### src/hssc_pkg.sv
// Shared types, codes, tables and constants of the six-step commutator.
package hssc_pkg;

  // Depth of the period history ring
  localparam int HISTORY = 540;
  localparam int IDX_W   = (HISTORY > 1) ? $clog2(HISTORY) : 1;
  localparam int SUM_W   = $clog2(HISTORY) + 32;

  // Reciprocal of the history depth, scaled by 2^SUM_W
  localparam int RECIP_W = SUM_W - $clog2(HISTORY) + 1;
  localparam longint unsigned RECIP_FULL = (64'd1 << SUM_W) / HISTORY;
  localparam logic [RECIP_W-1:0] RECIP = RECIP_W'(RECIP_FULL);
  localparam int HIST_W  = $clog2(HISTORY + 1);

  localparam int DUTY_W  = 20;
  localparam logic [DUTY_W-1:0] DUTY_FULL = 20'd1000000;

  // Output queue
  localparam int OFIFO_DEPTH = 8;
  localparam int PTR_W       = $clog2(OFIFO_DEPTH);

  // Commands
  localparam logic [2:0] CMD_HALL  = 3'd0;
  localparam logic [2:0] CMD_TICK  = 3'd1;
  localparam logic [2:0] CMD_START = 3'd2;
  localparam logic [2:0] CMD_STOP  = 3'd3;
  localparam logic [2:0] CMD_RAISE = 3'd4;
  localparam logic [2:0] CMD_LOWER = 3'd5;
  localparam logic [2:0] CMD_QUERY = 3'd6;

  // Run modes
  localparam logic [1:0] MODE_STILL  = 2'd0;
  localparam logic [1:0] MODE_FORCED = 2'd1;
  localparam logic [1:0] MODE_CHECK  = 2'd2;
  localparam logic [1:0] MODE_RUN    = 2'd3;

  // Hall pins
  localparam logic [1:0] PIN_H1 = 2'd0;
  localparam logic [1:0] PIN_H2 = 2'd1;
  localparam logic [1:0] PIN_H3 = 2'd2;

  // Sectors
  localparam logic [2:0] SEC_NONE = 3'd0;
  localparam logic [2:0] SEC_1    = 3'd1;
  localparam logic [2:0] SEC_2    = 3'd2;
  localparam logic [2:0] SEC_3    = 3'd3;
  localparam logic [2:0] SEC_4    = 3'd4;
  localparam logic [2:0] SEC_5    = 3'd5;
  localparam logic [2:0] SEC_6    = 3'd6;

  // Configuration register indexes
  localparam int CFG_IDX_W  = 3;
  localparam int CFG_DATA_W = 20;
  localparam logic [CFG_IDX_W-1:0] CFG_FORCED_DUTY  = 3'd0;
  localparam logic [CFG_IDX_W-1:0] CFG_START_DUTY   = 3'd1;
  localparam logic [CFG_IDX_W-1:0] CFG_DUTY_STEP    = 3'd2;
  localparam logic [CFG_IDX_W-1:0] CFG_DWELL_TICKS  = 3'd3;
  localparam logic [CFG_IDX_W-1:0] CFG_FORCED_TURNS = 3'd4;
  localparam logic [CFG_IDX_W-1:0] CFG_CHECK_TICKS  = 3'd5;

  typedef struct packed {
    logic [2:0]        sector;
    logic [2:0]        enable_mask;
    logic [1:0]        pwm_phase;
    logic [DUTY_W-1:0] pwm_duty;
    logic              sector_one;
    logic [1:0]        run_mode;
    logic              avg_valid;
  } res_t;

  typedef struct packed {
    res_t        res;
    logic [31:0] avg;
  } out_t;

  function automatic logic [1:0] phase_of(input logic [2:0] s);
    logic [1:0] p;
    unique case (s)
      SEC_1, SEC_6: p = 2'd1;
      SEC_2, SEC_3: p = 2'd2;
      SEC_4, SEC_5: p = 2'd3;
      default:      p = 2'd0;
    endcase
    return p;
  endfunction

  function automatic logic [2:0] mask_of(input logic [2:0] s);
    logic [2:0] m;
    unique case (s)
      SEC_1, SEC_4: m = 3'd5;
      SEC_2, SEC_5: m = 3'd6;
      SEC_3, SEC_6: m = 3'd3;
      default:      m = 3'd0;
    endcase
    return m;
  endfunction

endpackage

### src/hssc_avg.sv
// Pipelined division of the period sum by the history depth.
module hssc_avg
  import hssc_pkg::*;
(
  input  logic             clk,
  input  logic             rst,
  input  logic             in_valid,
  input  res_t             in_res,
  input  logic [SUM_W-1:0] in_sum,
  output logic             out_valid,
  output out_t             out_item
);

  localparam int LO_W   = SUM_W / 2;
  localparam int HI_W   = SUM_W - LO_W;
  localparam int ML_W   = RECIP_W / 2;
  localparam int MH_W   = RECIP_W - ML_W;
  localparam int PROD_W = SUM_W + RECIP_W;

  localparam logic [ML_W-1:0] M_LO = RECIP[ML_W-1:0];
  localparam logic [MH_W-1:0] M_HI = RECIP[RECIP_W-1:ML_W];

  logic [3:0]                v;
  res_t                      r1, r2, r3;
  logic [SUM_W-1:0]          s1, s2, s3;
  logic [LO_W+ML_W-1:0]      pp_ll;
  logic [LO_W+MH_W-1:0]      pp_lh;
  logic [HI_W+ML_W-1:0]      pp_hl;
  logic [HI_W+MH_W-1:0]      pp_hh;
  logic [PROD_W-1:0]         total;
  logic [31:0]               q_est2, q_est3;
  logic [31+HIST_W:0]        back;
  logic [SUM_W-1:0]          rem;

  assign total = PROD_W'(pp_ll)
               + (PROD_W'(pp_lh) << ML_W)
               + (PROD_W'(pp_hl) << LO_W)
               + (PROD_W'(pp_hh) << (LO_W + ML_W));

  assign rem = s3 - back[SUM_W-1:0];

  always_ff @(posedge clk) begin
    if (rst) begin
      v <= '0;
    end else begin
      v <= {v[2:0], in_valid};
    end
  end

  always_ff @(posedge clk) begin
    // Partial products of sum times reciprocal
    pp_ll <= in_sum[LO_W-1:0] * M_LO;
    pp_lh <= in_sum[LO_W-1:0] * M_HI;
    pp_hl <= in_sum[SUM_W-1:LO_W] * M_LO;
    pp_hh <= in_sum[SUM_W-1:LO_W] * M_HI;
    r1    <= in_res;
    s1    <= in_sum;
    // Estimate is the quotient or one below it
    q_est2 <= total[SUM_W +: 32];
    r2     <= r1;
    s2     <= s1;
    back   <= q_est2 * HIST_W'(HISTORY);
    q_est3 <= q_est2;
    r3     <= r2;
    s3     <= s2;
    out_item.res <= r3;
    out_item.avg <= !r3.avg_valid ? 32'd0 :
                    (rem >= SUM_W'(HISTORY)) ? q_est3 + 32'd1 : q_est3;
  end

  assign out_valid = v[3];

endmodule

### config.mk
export PLATFORM = sky130hd
export DESIGN_NAME = hssc_avg
export DESIGN_NICKNAME = d
export VERILOG_FILES = /design/src/hssc_pkg.sv /design/src/hssc_avg.sv
export SDC_FILE = /design/constraint.sdc
export NUM_CORES = 2
export LEC_CHECK = 0
export BUFFER_PORTS_ARGS = -buffer_cell sky130_fd_sc_hd__clkbuf_2
export CORE_ASPECT_RATIO = 0.6
export CORE_MARGIN = 10
export CORE_UTILIZATION = 40
export CTS_CLUSTER_SIZE = 40
export DETAILED_ROUTE_END_ITERATION = 8
export PLACE_DENSITY = 0.64
export SLEW_MARGIN = 0
export SYNTH_ARGS = -nofsm -noshare
export SYNTH_HDL_FRONTEND = slang
export SYNTH_SLANG_ARGS = --single-unit
### constraint.sdc
create_clock -name clk -period 9.4 [get_ports clk]
set_input_delay 0.47 -clock clk [delete_from_list [all_inputs] [get_ports clk]]
set_output_delay 0.47 -clock clk [all_outputs]
set_load 0.01 [all_outputs]
# Word-level counts from Yosys, hierarchy flattened
# Cells that the tools add are included.
[word_totals]
word_cells = 52
out_inout_bits = 65
regBits = 535
input_bits = 77
[op_classes]
n_lt_le_gt_ge = 1
n_mul = 5
n_addsub = 5
muxes = 1
[op_table]
columns = ["operator", "count"]
rows = [
  ["$add 59x74->74", 1],
  ["$mul 21x12->33 const B", 2],
  ["$add 55x58->59", 1],
  ["$add 37x54->55", 1],
  ["$ge 42x10->1 const B", 1],
  ["$sub 42x42->42", 1],
  ["$mul 32x8->40 const B", 1],
  ["$mul 21x17->38 const B", 1],
  ["$mul 21x17->37 const B", 1],
  ["$add 32x1->32 const B", 1],
  ["$mux 32", 1],
]

# Logic depth before layout (Yosys ltp)
[logic_depth]
ltp_word = 3
ltp_mapped = 23
mapped_depth_nobuf = 23

# Worst setup path before layout
# No wires, ideal clock.
[synth_path]
path_type = "input -> register"
startpoint = "in in_sum[1]"
endpoint = "reg pp_lh[34]"
setup_ps = 95
slack_ps = 3137
n_path_buf = 0
stages = 21
t_arrival_ps = 6168
required_time_ps = 9305
cell_sequence = "inv_1 -> fa_1 -> inv_1 -> fa_1 -> inv_1 -> fa_1 -> fa_1 -> fa_1 -> inv_1 -> fa_1 -> ha_1 -> and3_1 -> a221o_1 -> a21o_1 -> a21oi_1 -> o21ai_0 -> a221o_1 -> a211oi_1 -> nor3_1 -> o21a_1 -> a221oi_1"
[synth_between]
elab_chain_len = 1
[synth_rtl]
columns = ["element", "line", "source"]
rows = [
  ["start, declared", "hssc_avg.sv:9", "input logic [SUM_W-1:0] in_sum,"],
  ["$mul 21x17->38", "hssc_avg.sv:53", "pp_lh <= in_sum[LO_W-1:0] * M_HI;"],
  ["end signal, assigned", "hssc_avg.sv:53", ""],
  ["end, declared", "hssc_avg.sv:27", "logic [LO_W+MH_W-1:0] pp_lh;"],
]
# No other way between the ends.
# A chain may end at the register's enable or synchronous reset.

# Worst setup path in the final report
[layout_path]
startpoint = "in in_sum[3]"
endpoint = "reg pp_lh[34]"
# Same word-level chain as after synthesis.

==> flow_summary.yaml <==
synthesis:
  synthesis.nets: 4981
  synth_top_family_by_area: "adder cells"
  synth_top_cell_area_share: 0.266
  synthMuxAreaShare: 0.00402
  yosys.area.top_type: "fa_1"
  synth_compound_area_frac: 0.0902
  synth-seq-area-share: 0.255
  ys_types: 80
  synth_area_leaders: "fa_1, dfxtp_1, ha_1"
  syn_inst: 3687
  async_flop_share: 0
  synth-xor-area-share: 0.0378
  syn_area_um2: 40100
  yosys.area_share.simple: 0.0693
  syn_area_per_cell_um2: 10.9
  synthFlopType: "dfxtp_1"
  synth-adder-area-share: 0.479
  ys_ff_latch: 512
  synth_edf_count: 0
  ys_warn_count: 0
hold_path:
  hold_path_class: "primary input to flip-flop"
clocking:
  clk_latency_ps: 630
  clock-root-buffer: "clkbuf_16"
  cts_sinks: 512
  cts_tree: "built"
  h-tree-depth: 2
  cts_hold_buf: 32
  cts_buffers: 50
  clk_pin_slew_ps: 60
  cts_resized: 0
  cts_setup_buffers: 0
  cts_max_path_buffers: 3
place:
  dp_hpwl_um: 85600
  place_ws_ps: 2170
  gp_congestion: 0.972
  io_buffers: 141
  placed_cell_area_um2: 42400
worst_setup_path:
  path_max_fanout: 9
  end_kind: "flip-flop"
  crit_buf_inv: 5
  path_cells: "clkbuf_2 -> inv_1 -> fa_1 -> inv_1 -> fa_1 -> inv_1 -> fa_1 -> fa_1 -> fa_1 -> inv_1 -> fa_1 -> ha_1 -> and3_1 -> a221o_1 -> a21o_1 -> a21oi_1 -> o21ai_0 -> a221o_1 -> a211oi_1 -> nor3_1 -> o21a_1 -> a221oi_1"
  crit_family: "adder cells"
  cpPeakStageDelay_ps: 570
  slowest_stage: "fa_1"
  critical_path_required_ps: 9930
  path_class: "primary input to flip-flop"
  worstPathArrival_ps: 7250
  critPathLaunchType: "primary input"
  cpMostUsedCell: "fa_1"
route:
  ant_nets: 0
  num_vias: 26200
  drt_iter0_drc: 2156
  vias_per_cell: 4.99
  drc: 0
  wl_per_cell_um: 19.3
  drtPass1Iterations: 5
  wl_um: 101000
timing:
  hold_viol: 0
  fin_worst_skew_ps: 38.8
  fmax_mhz: 149
  finalMaxSlewViolations: 0
  period_share: 0.715
  worst_slew_pin_slew_ps: 1060
  fin_ws_ps: 2680
  fin_crit_ps: 6720
  relSlewSlack: 0.287
  final-setup-viol-count: 0
  rsz0062_at_grt: "no"
  hold_ws_ps: 65.0
  setup_tns_ps: 0
die:
  initial_core_util: 0.406
  core_area_um2: 98900
  die_area_um2: 114000
  dieWidth_um: 429
  ios: 142
  rows: 89
  die_h_um: 265
grt:
  overflow: 0
  grt_first_pass_wirelength_um: 158000
  grt_usage: 0.177
  grt_pass1_vias: 26600
  grt_antenna_before_repair: 7
  grt_max_degree: 52
layout:
  syn2layout_area_growth_pct: 10.9
  drive_gt1_frac: 0.0657
  fin_area_um2: 44500
  fillers: 9302
  final_nets: 5181
run_status:
  outcome: "complete, no violations"
job:
  maxCapViolCount: 0
[path summary, 6_finish.rpt]
kind	from	endpoint	slack, ps	depth (start not counted)
hold reg to reg	r3[29]	out_item[61]	300	0
setup / recovery	in_sum[3]	pp_lh[34]	2680	22
setup reg to reg	pp_hh[0]	q_est2[19]	3950	13
hold / removal	rst	v[1]	60	2
[flip-flops by register name (all words and copies together), names as in the netlist]
name,count
r3,32
s3,40
q_est2,32
out_item,64
q_est3,32
s2,40
pp_ll,21
r2,32
back,39
r1,32
pp_hl,30
pp_hh,37
s1,39
pp_lh,38
v,4
[kinds of logic (layout without fill, tap and decap cells)]
family,after synthesis,in the layout
adder cells (fa/ha/maj),1217,1217
multiplexers,16,16
other,0,3
flip-flops,512,512
XOR/XNOR,173,173
buffers and inverters,674,913
AO/OA/AOI/OAI,550,550
AND/OR/NAND/NOR,545,545
[synth_stat cells, types with 6 or more instances]
master     number
a2111oi_0       6
a211oi_1       14
a21boi_0        8
a21o_1         79
a21oi_1       168
a31oi_1        22
and2_1         12
and3_1         32
and4_1          8
clkbuf_1       13
dfxtp_1       512
fa_1          533
ha_1          684
inv_1         647
mux2i_1        15
nand2_1       111
nand2b_1       32
nand3_1        57
nand4_1        25
nor2_1        129
nor2b_1        25
nor3_1         32
nor3b_1         8
nor4_1         12
o2111ai_1       8
o211ai_1       11
o21a_1         25
o21ai_0        82
o21ai_1         8
o21bai_1       24
o31ai_1        20
o41ai_1         7
or2_2           9
or3_1          22
or4_1          18
xnor2_1       130
xor2_1         43
[metal layers]
| layer | vias to the layer above | part of all wire | wire [um] | GRT usage |
|---|---|---|---|---|
| met2 | 900 | 0.33 | 33900 | 0.209 |
| li1 | 12700 | - | - | - |
| met5 | - | 0.0024 | 243 | 0.0143 |
| met3 | 70 | 0.13 | 13100 | 0.0871 |
| met4 | 6 | 0.011 | 1070 | 0.0241 |
| met1 | 12500 | 0.52 | 53000 | 0.280 |
[layout by cell type (no fill, tap or decap), drive strengths merged, types with 13 or more instances in the layout]
cell type	instances
o31ai	20
clkinv	13
a211oi	14
nor2b	25
mux2i	15
inv	657
ha	684
or3	22
o21ai	90
xnor2	130
or4	18
nor2	129
nor3	32
clkbuf	198
dlygate4sd3	32
a21o	79
fa	533
nand2b	32
nand3	57
xor2	43
nand4	25
o21a	25
and3	32
a31oi	23
nand2	112
o21bai	24
a21oi	169
dfxtp	512
[final cells by class]
| class | count | area [um2] | area share |
|---|---|---|---|
| Multi-Input combinational cell | 2501 | 27300 | 0.613 |
| Sequential cell | 512 | 10200 | 0.230 |
| Inverter | 648 | 2430 | 0.0546 |
| Tap cell | 1319 | 1650 | 0.0371 |
| Clock buffer | 57 | 1350 | 0.0303 |
| Timing Repair Buffer | 174 | 1030 | 0.0232 |
| Clock inverter | 34 | 489 | 0.0110 |
| Antenna cell | 3 | 7.51 | 0.000169 |
[through the flow]
step           std cells   util
3_5_place_dp        5122  0.428
5_1_grt             5246  0.450
2_1_floorplan       3687      -
3_3_place_gp        5122  0.428
4_1_cts             5245  0.450
6_report            5248  0.450
Power is not shown: default switching activity piles up to over one toggle a cycle in this logic, so the estimate is an artifact.
