$ cat config.mk
export PLATFORM = sky130hd
export DESIGN_NAME = hssc_ofifo
export DESIGN_NICKNAME = d
export VERILOG_FILES = /design/src/hssc_pkg.sv /design/src/hssc_ofifo.sv
export SDC_FILE = /design/constraint.sdc
export NUM_CORES = 1
export LEC_CHECK = 0
export ABC_AREA = 1
export ABC_CLOCK_PERIOD_IN_PS = 5300
export BUFFER_PORTS_ARGS = -buffer_cell sky130_fd_sc_hd__buf_2
export CAP_MARGIN = 30
export CORE_UTILIZATION = 25
export DETAILED_ROUTE_END_ITERATION = 10
export PLACE_DENSITY = 0.39
export SLEW_MARGIN = 20
export SYNTH_ARGS = -nofsm -noshare
export SYNTH_HDL_FRONTEND = slang
export SYNTH_SLANG_ARGS = --single-unit
$ cat constraint.sdc
create_clock -name clk -period 5.3 [get_ports clk]
set_input_delay 0.265 -clock clk [delete_from_list [all_inputs] [get_ports clk]]
set_output_delay 0.265 -clock clk [all_outputs]
set_load 0.05 [all_outputs]
$ cat src/hssc_pkg.sv
// Shared types, codes, tables and constants of the six-step commutator.
package hssc_pkg;

  // Depth of the period history ring
  localparam int HISTORY = 540;
  localparam int IDX_W   = (HISTORY > 1) ? $clog2(HISTORY) : 1;
  localparam int SUM_W   = $clog2(HISTORY) + 32;

  // Reciprocal of the history depth, scaled by 2^SUM_W
  localparam int RECIP_W = SUM_W - $clog2(HISTORY) + 1;
  localparam longint unsigned RECIP_FULL = (64'd1 << SUM_W) / HISTORY;
  localparam logic [RECIP_W-1:0] RECIP = RECIP_W'(RECIP_FULL);
  localparam int HIST_W  = $clog2(HISTORY + 1);

  localparam int DUTY_W  = 20;
  localparam logic [DUTY_W-1:0] DUTY_FULL = 20'd1000000;

  // Output queue
  localparam int OFIFO_DEPTH = 8;
  localparam int PTR_W       = $clog2(OFIFO_DEPTH);

  // Commands
  localparam logic [2:0] CMD_HALL  = 3'd0;
  localparam logic [2:0] CMD_TICK  = 3'd1;
  localparam logic [2:0] CMD_START = 3'd2;
  localparam logic [2:0] CMD_STOP  = 3'd3;
  localparam logic [2:0] CMD_RAISE = 3'd4;
  localparam logic [2:0] CMD_LOWER = 3'd5;
  localparam logic [2:0] CMD_QUERY = 3'd6;

  // Run modes
  localparam logic [1:0] MODE_STILL  = 2'd0;
  localparam logic [1:0] MODE_FORCED = 2'd1;
  localparam logic [1:0] MODE_CHECK  = 2'd2;
  localparam logic [1:0] MODE_RUN    = 2'd3;

  // Hall pins
  localparam logic [1:0] PIN_H1 = 2'd0;
  localparam logic [1:0] PIN_H2 = 2'd1;
  localparam logic [1:0] PIN_H3 = 2'd2;

  // Sectors
  localparam logic [2:0] SEC_NONE = 3'd0;
  localparam logic [2:0] SEC_1    = 3'd1;
  localparam logic [2:0] SEC_2    = 3'd2;
  localparam logic [2:0] SEC_3    = 3'd3;
  localparam logic [2:0] SEC_4    = 3'd4;
  localparam logic [2:0] SEC_5    = 3'd5;
  localparam logic [2:0] SEC_6    = 3'd6;

  // Configuration register indexes
  localparam int CFG_IDX_W  = 3;
  localparam int CFG_DATA_W = 20;
  localparam logic [CFG_IDX_W-1:0] CFG_FORCED_DUTY  = 3'd0;
  localparam logic [CFG_IDX_W-1:0] CFG_START_DUTY   = 3'd1;
  localparam logic [CFG_IDX_W-1:0] CFG_DUTY_STEP    = 3'd2;
  localparam logic [CFG_IDX_W-1:0] CFG_DWELL_TICKS  = 3'd3;
  localparam logic [CFG_IDX_W-1:0] CFG_FORCED_TURNS = 3'd4;
  localparam logic [CFG_IDX_W-1:0] CFG_CHECK_TICKS  = 3'd5;

  typedef struct packed {
    logic [2:0]        sector;
    logic [2:0]        enable_mask;
    logic [1:0]        pwm_phase;
    logic [DUTY_W-1:0] pwm_duty;
    logic              sector_one;
    logic [1:0]        run_mode;
    logic              avg_valid;
  } res_t;

  typedef struct packed {
    res_t        res;
    logic [31:0] avg;
  } out_t;

  function automatic logic [1:0] phase_of(input logic [2:0] s);
    logic [1:0] p;
    unique case (s)
      SEC_1, SEC_6: p = 2'd1;
      SEC_2, SEC_3: p = 2'd2;
      SEC_4, SEC_5: p = 2'd3;
      default:      p = 2'd0;
    endcase
    return p;
  endfunction

  function automatic logic [2:0] mask_of(input logic [2:0] s);
    logic [2:0] m;
    unique case (s)
      SEC_1, SEC_4: m = 3'd5;
      SEC_2, SEC_5: m = 3'd6;
      SEC_3, SEC_6: m = 3'd3;
      default:      m = 3'd0;
    endcase
    return m;
  endfunction

endpackage

$ cat src/hssc_ofifo.sv
// Output queue holding finished results until the consumer takes them.
module hssc_ofifo
  import hssc_pkg::*;
(
  input  logic clk,
  input  logic rst,
  input  logic push,
  input  out_t push_item,
  input  logic pop,
  output logic not_empty,
  output out_t head
);

  out_t             mem [OFIFO_DEPTH];
  logic [PTR_W-1:0] wr_ptr, rd_ptr;
  logic [PTR_W:0]   count;

  assign not_empty = (count != '0);
  assign head      = mem[rd_ptr];

  always_ff @(posedge clk) begin
    if (rst) begin
      wr_ptr <= '0;
      rd_ptr <= '0;
      count  <= '0;
    end else begin
      if (push) begin
        wr_ptr <= wr_ptr + 1'b1;
      end
      if (pop) begin
        rd_ptr <= rd_ptr + 1'b1;
      end
      count <= count + PTR_W'(push) - PTR_W'(pop);
    end
  end

  always_ff @(posedge clk) begin
    if (push) begin
      mem[wr_ptr] <= push_item;
    end
  end

endmodule

Word-level counts from Yosys, hierarchy flattened
Memories as Yosys holds them, arrays and structs flattened. A register that Yosys moved wholly into a read port is not among the register bits.
Index checks and enable logic that the tools add are counted.
W data, S select, Z words.
{ "word_totals": {"regBits": 10, "ram_bits": 512, "inputBits": 68, "output_inout_bits": 65, "word_cells": 13, "n_memories": 1} }
{ "mem_list": {"columns": ["memory", "words", "width", "read_ports", "rd_clocked_by_memory_dff", "write_ports", "line_no", "source"], "rows": [
  ["mem", 8, 64, 1, 1, 1, "hssc_ofifo.sv:14", "out_t mem [OFIFO_DEPTH];"]
]} }
{ "op_classes": {"add_sub_neg": 4, "n_mux": 4, "reduce_logical": 1} }
{ "op_table": {"columns": ["cell", "count"], "rows": [
  ["$add A3 B1 Y3 const B", 2],
  ["$mux W3", 2],
  ["$add A4 B1 Y4", 1],
  ["$reduce_bool A4 Y1", 1],
  ["$sub A4 B1 Y4", 1],
  ["$mux W1", 2]
]} }

Logic depth before layout (Yosys ltp)
Gate-level depths: netlist (run 1).
{ "logic_depth": {"ltp_word": 3, "depth_mapped": 9, "depth_no_buf": 9} }

Least setup slack after synthesis (run 1)
Ideal clock, no wire load.
{ "synth_timing": {"path_type": "reg2reg", "from": "reg wr_ptr[0]", "to": "mem mem[0][0] (netlist bit), enable pin", "setup_ns": 0.486, "arrival_time_ns": 3.335, "required_ns": 4.814, "path_slack_ns": 1.479, "stages_incl_launch_ff": 3, "path_buffers": 0, "period_less_slack_ns": 3.821, "cell_sequence": "dfxtp_1 -> or2_2 -> nor2_1"} }
{ "synth_lines": {"columns": ["item", "line_no", "source"], "rows": [
  ["from (decl)", "hssc_ofifo.sv:15", "logic [PTR_W-1:0] wr_ptr, rd_ptr;"],
  ["from (signal assigned)", "hssc_ofifo.sv:28", "wr_ptr <= wr_ptr + 1'b1;"],
  ["to (decl)", "hssc_ofifo.sv:14", null]
]} }
Straight into the memory's write port.

==> impl_metrics.csv, run 1 <==
group,metric,value,unit
run_status,outcome,"complete, no violations",
synth,ys_warn_count,0,
pwr,power_density,363.3,mW/mm^2
route,drc,0,
finish,final_nets,2559,
route,ant_nets,0,
synth,synth_nets,2367,
worst_setup_path,crit_arrival,3270,ps
pwr,p_int,7.273,mW
floorplanning,initial_core_util,25.36,%
global_routing,grtUsageTotal,12.96,%
worst_setup_path,crit_top_cell,"nand2_1",
cts,postCtsSetupBuffers,0,
sta,fmax,0.2830,GHz
pwr,power_frac_seq,47.5,%
synth,synth_seq_cells,525,
synth,synth_area,0.02296,mm^2
finish,utilization,30.20,%
worst_setup_path,crit_type,"flip-flop to output pin",
finish,final_cells,3704,
place,portBuffers,132,
floorplanning,rows,110,
floorplanning,dieArea,0.09306,mm^2
job,maxCapViolCount,0,
floorplanning,io_pins,133,
finish,drive_gt1_share,9.857,%
pwr,peakVddDrop,0.0002328,V
worst_hold_path,hold_class,"input port to flip-flop",
cts,clk_pin_slew_worst_paths,60,ps
sta,finalCritPeriodShare,66.67,%
route,viasPerCell,4.013,
cts,postCtsHoldBufs,68,
route,wl_per_cell,16.31,um
pwr,power.clock.fraction,39.2,%
global_routing,grt_pass1_wl,90960,um
worst_setup_path,critPathRequiredTime,5040,ps
sta,setup_tns,0,ps
finish,area_delta_synth_final,19.10,%
worst_setup_path,critPathSlowestCell,"dfxtp_4",
cts,cts.sinks,525,
place,hpwlAfterDp,32170,um
synth,ys_types,20,
cts,cts_resized,0,
sta,hold_violations,0,
pwr,power.switching,2.663,mW
worst_setup_path,max_stage_delay,880,ps
route,wirelength,60400,um
sta,period_minus_slack,3533,ps
synth,yosysSeqAreaShare,68.09,%
floorplanning,dieHeight,305.1,um
sta,slew_headroom,42.61,%
cts,cts_tree,"yes",
floorplanning,die_x,305.1,um
worst_setup_path,path_max_fanout,112,
worst_setup_path,crit_chain,"inv_8, buf_12, nand2_1, nand3_1, nand2_1, nand2_1, nand2_1, buf_2",
cts,numCtsBuffers,61,
sta,finalSetupViolCount,0,
global_routing,grt-ovfl-total,0,
finish,final_cell_mix,"nand2_1 (843), inv_1 (526), edfxtp_1 (512), nand3_1 (259), buf_2 (132)",
pwr,p_leak,12.23,nW
pwr,swShare,26.81,%
sta,skew,17.19,ps
route,drt_iter0_drc,628,
cts,htreeDepth,2,
sta,holdWs,450.6,ps
sta,slew_violations,0,
finish,nFillCells,9334,
sta,rsz0062_at_grt,"no",
cts,cts_root_buf,"clkbuf_16",
floorplanning,core,0.09056,mm^2
worst_setup_path,worst_setup_path_start_kind,"flip-flop",
pwr,p_comb_share,13.3,%
place,gp_congestion,0.6980,
route,via_count,14870,
worst_setup_path,end_kind,"output pin",
global_routing,antenna_found_initial,6,
finish,final_common_cell,"nand2_1",
cts,clock_path_buffers,3,
sta,worstMarginPinSlew,860.9,ps
place,dp.cells,3528,
synth,synth_cells,2291,
global_routing,grt_pass1_vias,14860,
synth,syn_area_per_cell,10.02,um^2
cts,clk_latency,610,ps
route,drt-pass1-iter-count,5,
global_routing,grt_max_degree,113,
per-stage QoR:
stage	worst slack, ps	power (mW)	cell area (um^2)
2_1_floorplan	1479	5.730	22960
3_3_place_gp	2394	6.108	24790
3_5_place_dp	2371	6.122	24840
4_1_cts	1683	10.12	27340
5_1_grt	1527	10.37	27350
6_report	1767	9.936	27350
layout make-up:
type / instances / area [um^2] / share of cell area (%)
inverter: 529 / 1997 / 7.302
multi-input combinational: 1139 / 4763 / 17.42
antenna: 2 / 5.005 / 0.01830
sequential: 525 / 15650 / 57.21
clock inverter: 27 / 211.5 / 0.7732
timing repair buffer: 227 / 1639 / 5.993
clock buffer: 79 / 1615 / 5.906
tap: 1176 / 1471 / 5.380
worst paths after layout:
| kind | endpoint | slack [ps] | cells after the start | start |
|---|---|---|---|---|
| worst min-delay path | count[1] | 450 | 3 | rst |
| worst max-delay path | head[16] | 1770 | 8 | flip-flop |
| worst max register to register | mem[2][38] | 2880 | 3 | wr_ptr[0] |
| worst min register to register | wr_ptr[2] | 530 | 2 | wr_ptr[2] |
routing by layer:
metal,track usage (%),wire length [um]
met5,0,33
met4,3.770,1296
met3,1.996,1995
met2,22.93,29960
met1,16.20,27120
synth_stat cells:
master,count,area share (%)
a21oi_1,6,0.13
buf_1,4,0.065
buf_2,55,1.2
buf_4,9,0.29
buf_6,22,1.1
clkbuf_1,8,0.13
dfxtp_1,13,1.1
edfxtp_1,512,67
fa_1,1,0.087
ha_1,7,0.38
inv_1,527,8.6
inv_2,1,0.016
inv_4,1,0.027
nand2_1,843,14
nand3_1,259,5.6
nor2_1,16,0.26
o21ai_0,3,0.065
or2_2,2,0.054
xnor2_1,1,0.038
xor2_1,1,0.038
power groups by stage:
stage / Clock [mW] / Combinational (mW) / Sequential (mW)
6_report: 3.89 / 1.32 / 4.72
5_1_grt: 4.17 / 1.47 / 4.73
4_1_cts: 4.04 / 1.36 / 4.72
3_5_place_dp: 0 / 1.31 / 4.81
3_3_place_gp: 0 / 1.30 / 4.81
2_1_floorplan: 0 / 0.950 / 4.78
worst max-delay path, delay by kind of cell, from the launching register on:
family	cells	cell delay [ps]
buf+inv	3	1070
flops	1	880
simple gates	5	550
flip-flops by register name, indices dropped and copies added (netlist names), named ones only:
signal,cells
rd_ptr,3
wr_ptr,3
mem,512
count,4
cells by family after synthesis:
kind of cell,after synthesis,synth area share [%]
AOI/OAI and AO/OA,9,0.1961
xor gates and xnor gates,2,0.07630
adders and majority gates,8,0.4686
buffers and inverters,627,11.43
DFF,525,68.09
and+or+nand+nor,1120,19.74
No activity file was read; power rests on OpenSTA's default activity.
==> inputs of run 2 (changes only) <==
ABC_AREA = 0   (was 1)
ABC_CLOCK_PERIOD_IN_PS = 3600   (was 5300)
PLACE_DENSITY = 0.4   (was 0.39)
clock period = 3.6 ns   (was 5.3 ns; I/O delays follow)
==> run 2 against run 1 <==
Effect of this change: register-to-register slack worse by 1300 ps; cell count is 42% lower; critical path depth is 4 lower; combinational power is 18% higher; via count is 40% lower.
==> impl_metrics.csv, run 2 <==
group,metric,value,unit
place,portBuffers,132,
worst_setup_path,critPathSlowestCell,"dfxtp_4",
finish,utilization,31.31,%
worst_setup_path,rrSetupSlack,1530,ps
pwr,peakVddDrop,0.0002905,V
finish,final_cells,2143,
pwr,power_density,579.6,mW/mm^2
sta,worstMarginPinSlew,822.1,ps
synth,ys_types,23,
worst_setup_path,worst_setup_path_start_kind,"flip-flop",
global_routing,grt_max_degree,61,
cts,cts_resized,0,
route,drc,0,
floorplanning,core,0.07798,mm^2
synth,synth_nets,883,
place,hpwlAfterDp,23830,um
cts,cts.sinks,525,
worst_setup_path,path_buf_inv,2,
route,ant_nets,0,
route,wirelength,45050,um
place,dpl_cell_area,0.02193,mm^2
cts,clk_latency,610,ps
synth,synth_edf_count,512,
finish,final_cell_mix,"edfxtp_1 (512), buf_2 (132), mux4_2 (128), dlygate4sd3_1 (67), mux2_2 (64)",
cts,cts_root_buf,"clkbuf_16",
cts,clk_pin_slew_worst_paths,50,ps
synth,yosysTopAreaCell,"edfxtp_1",
synth,synth_area,0.01982,mm^2
route,wl_per_cell,21.02,um
sta,fmax,0.3298,GHz
sta,rsz0062_at_grt,"no",
finish,reg_top3,"mem (512), count (4)",
worst_setup_path,cpLargestDelayFamily,"multiplexers",
finish,n_antenna_cell,0,
synth,synth_most_common_cell,"edfxtp_1",
sta,holdWs,379.1,ps
place,gp_congestion,0.6587,
sta,finalSetupViolCount,0,
synth,synth_top_area_share,77.58,%
global_routing,grtUsageTotal,11.35,%
route,drt-pass1-iter-count,4,
synth,yosysSeqAreaShare,78.89,%
global_routing,grt_pass1_vias,10110,
job,maxCapViolCount,0,
synth,syn_area_per_cell,24.56,um^2
global_routing,antenna_found_initial,4,
sta,slew_headroom,45.19,%
floorplanning,io_pins,133,
sta,finalCritPeriodShare,84.24,%
floorplanning,initial_core_util,25.41,%
floorplanning,rows,102,
global_routing,grt_pass1_wl,67370,um
floorplanning,die_x,283.6,um
floorplanning,dieHeight,283.6,um
worst_setup_path,critPathRequiredTime,3420,ps
run_status,outcome,"complete, no violations",
finish,largest_reg_flops,512,
sta,slew_violations,0,
synth,ys_warn_count,0,
worst_setup_path,end_kind,"output pin",
sta,period_minus_slack,3033,ps
worst_setup_path,crit_type,"flip-flop to output pin",
sta,hold_violations,0,
finish,final_nets,1133,
finish,largest_register,"mem",
finish,final_common_cell,"edfxtp_1",
synth,synth_seq_cells,525,
synth,ys.flop_type,"edfxtp_1",
global_routing,grt-ovfl-total,0,
cts,htreeDepth,2,
worst_setup_path,max_stage_delay,650,ps
finish,drive_gt1_share,40.25,%
worst_hold_path,hold_class,"input port to flip-flop",
route,viasPerCell,4.193,
pwr,total_power,14.15,mW
worst_setup_path,path_max_fanout,45,
worst_setup_path,crit_chain,"buf_12, mux4_2, mux2_2, buf_2",
synth,synth_area_leaders,"edfxtp_1 (78%), mux4_2 (15%), mux2_2 (3.6%)",
route,via_count,8986,
cts,numCtsBuffers,59,
route,drt_iter0_drc,391,
cts,clock_path_buffers,3,
cts,cts_tree,"yes",
worst_setup_path,crit_arrival,2850,ps
floorplanning,dieArea,0.08040,mm^2
synth,ys_top_cells_by_count,"edfxtp_1 (512), mux4_2 (128), mux2_2 (64)",
synth,ys_async_sr_fraction,0,%
synth,synth_cells,807,
sta,skew,9.325,ps
pwr,p_leak,7.656,nW
finish,stdcell_area,0.02441,mm^2
finish,area_delta_synth_final,23.18,%
place,dp.cells,1969,
run 2: area by class of cell:
type                            instances  area [um^2]
Tap cell                             1040         1301
Multi-Input combinational cell        239         3988
Fill cell                            7462        53570
Clock inverter                         33        256.5
Inverter                                7        26.28
Sequential cell                       525        15650
Timing Repair Buffer                  225         1639
Clock buffer                           74         1554
run 2: path summary, 6_finish.rpt:
check / startpoint / end / cells past startpoint
setup / recovery: flip-flop / head[37] / 4
hold / removal: push_item[53] / mem[2][53] / 2
setup reg to reg: wr_ptr[1] / mem[2][31] / 3
hold reg to reg: wr_ptr[2] / wr_ptr[2] / 2
run 2: logic make-up after synthesis:
group	share of synthesized area, %
multiplexers	18.28
AND/OR/NAND/NOR	0.6377
XOR/XNOR	0.2210
buffers and inverters	1.326
AO/OA/AOI/OAI	0.09471
flip-flops	78.89
adder cells (fa/ha/maj)	0.5429
run 2: power breakdown:
| group | switching, mW | total (mW) | internal, mW | leakage, nW |
|---|---|---|---|---|
| combinational | 0.988 | 1.56 | 0.575 | 2.02 |
| sequential | 0.0670 | 6.95 | 6.89 | 4.76 |
| clock | 2.38 | 5.63 | 3.25 | 0.871 |
run 2: metal layers:
metal	wire length [um]	part of all wire [%]	global-route usage, %	vias up
met5	46	0.10	0	-
met4	945	2.1	3.243	8
met3	1684	3.7	2.468	74
met2	21580	48	18.59	128
met1	20790	46	15.10	4851
li1	-	-	-	3925
run 2: repair_timing:
action,4_1_cts,5_1_grt
buffers inserted,0,0
hold buffers,67,0
endpoints found under the hold margin,524,0
run 2: per-stage QoR:
| stage | setup slack [ps] | TNS, ps |
|---|---|---|
| global placement | 1115 | 0 |
| global route | 369.2 | 0 |
| CTS | 443.1 | 0 |
| floorplan | -116.5 | -41250 |
| detailed placement | 1110 | 0 |
| finish | 567.5 | 0 |
==> inputs of run 3 (changes only) <==
ABC_CLOCK_PERIOD_IN_PS = 2970   (was 3600)
clock period = 2.97 ns   (was 3.6 ns; I/O delays follow)
==> run 3 against run 2 <==
Effect of this change: clock power up 22%; setup slack lost 240 ps; critical path type unchanged; largest power group unchanged; critical path depth did not move; count of clock-buffer cells in the layout is 2 lower; worst hold slack worse by 35 ps; critical endpoint is now head[47].
==> impl_metrics.csv, run 3 (synthesis results as in run 2) <==
group,metric,value,unit
sta,finalCritPeriodShare,89.05,%
route,wirelength,45810,um
finish,n_antenna_cell,0,
route,wl_per_cell,21.39,um
global_routing,grtUsageTotal,11.50,%
floorplanning,rows,102,
finish,drive_gt1_share,39.66,%
pwr,p_leak,7.675,nW
sta,finalSetupViolCount,0,
place,hpwlAfterDp,23870,um
sta,rsz0062_at_grt,"no",
finish,largest_reg_flops,512,
place,pre_cts_ws,887.5,ps
route,drc,0,
worst_setup_path,path_max_fanout,46,
finish,final_cell_mix,"edfxtp_1 (512), buf_2 (132), mux4_2 (128), dlygate4sd3_1 (68), mux2_2 (64)",
global_routing,grt_pass1_vias,9971,
finish,largest_register,"mem",
finish,area_delta_synth_final,23.56,%
global_routing,antenna_found_initial,3,
floorplanning,io_pins,133,
route,viasPerCell,4.174,
worst_setup_path,crit_arrival,2500,ps
worst_setup_path,critPathRequiredTime,2820,ps
pwr,peakVddDrop,0.0004188,V
floorplanning,dieHeight,283.6,um
finish,reg_top3,"mem (512), count (4)",
sta,skew,29.10,ps
cts,cts_root_buf,"clkbuf_16",
sta,worstMarginPinSlew,703.5,ps
worst_setup_path,crit_type,"flip-flop to output pin",
worst_setup_path,critPathSlowestCell,"mux4_2",
worst_hold_path,worstHoldStart,"push_item[50]",
cts,htreeDepth,2,
worst_setup_path,crit_chain,"buf_12, mux4_2, mux2_2, buf_2",
floorplanning,dieArea,0.08040,mm^2
cts,clk_latency,610,ps
cts,cts_tree,"yes",
sta,slew_headroom,53.10,%
finish,final_nets,1134,
sta,hold_violations,0,
global_routing,grt_pass1_wl,68160,um
route,drt_iter0_drc,446,
cts,cts_resized,0,
sta,period_minus_slack,2645,ps
cts,postCtsSetupBuffers,0,
floorplanning,die_x,283.6,um
worst_setup_path,max_stage_delay,560,ps
place,gp_congestion,0.6469,
pwr,power_density,701.6,mW/mm^2
finish,final_common_cell,"edfxtp_1",
route,via_count,8940,
route,drt-pass1-iter-count,4,
worst_setup_path,cpLargestDelayFamily,"multiplexers",
cts,clock_path_buffers,3,
cts,clk_pin_slew_worst_paths,60,ps
worst_setup_path,r2r_start,"wr_ptr[0]",
floorplanning,initial_core_util,25.41,%
cts,numCtsBuffers,58,
floorplanning,core,0.07798,mm^2
sta,setup_slack,325.1,ps
sta,fmax,0.3781,GHz
global_routing,grt-ovfl-total,0,
cts,cts.sinks,525,
worst_setup_path,end_kind,"output pin",
worst_setup_path,worst_setup_path_start_kind,"flip-flop",
place,portBuffers,132,
global_routing,grt_max_degree,69,
worst_hold_path,hold_class,"input port to flip-flop",
route,ant_nets,0,
worst_setup_path,path_buf_inv,2,
run_status,outcome,"complete, no violations",
sta,slew_violations,0,
job,maxCapViolCount,0,
finish,utilization,31.40,%
cts,postCtsHoldBufs,68,
sta,setup_tns,0,ps
## run 3: changes by cell type in the layout (fill, tap and decap cells not counted), sizes merged
cell,change
clkinv,+2
inv,-1
clkinvlp,-3
buf,+1
dlygate4sd3,+1
bufinv,+1
clkbuf,-2
## run 3: final timing paths
path	endpoint	slack [ps]	cells after the start
worst min register to register	rd_ptr[2]	530	2
worst min-delay path	mem[6][50]	340	2
worst max-delay path	head[47]	330	4
worst max register to register	mem[1][54]	1050	3
## run 3: area by class of cell
type                       instances  area (um^2)
multi-input combinational        239         3988
tap                             1040         1301
sequential                       525        15650
clock buffer                      72         1504
inverter                           7        26.28
timing repair buffer             227         1719
fill                            7480        53490
clock inverter                    32        302.8
## run 3: routing by layer
| layer | part of all wire, % | global-route usage, % | vias to the layer above |
|---|---|---|---|
| met1 | 46 | 15.51 | 4774 |
| met4 | 1.9 | 3.378 | 6 |
| met3 | 3.9 | 2.203 | 62 |
| li1 | - | - | 3933 |
| met5 | 0.096 | 0 | - |
| met2 | 48 | 18.79 | 165 |
## run 3: where the power goes
part / internal [mW] / leakage [nW] / total (mW) / switching, mW
Clock: 3.93 / 0.862 / 6.85 / 2.92
Combinational: 0.707 / 2.05 / 1.91 / 1.21
Sequential: 8.34 / 4.76 / 8.42 / 0.0731
## run 3: stage by stage
stage	total power, mW	hold WS [ps]	std cells	area (um^2)
3_3_place_gp	10.46	419.7	1970	22000
3_5_place_dp	10.47	418.8	1970	22000
4_1_cts	17.53	286.5	2142	24490
2_1_floorplan	9.892	247.4	807	19830
6_report	17.18	344.1	2142	24490
5_1_grt	17.87	326.6	2142	24490
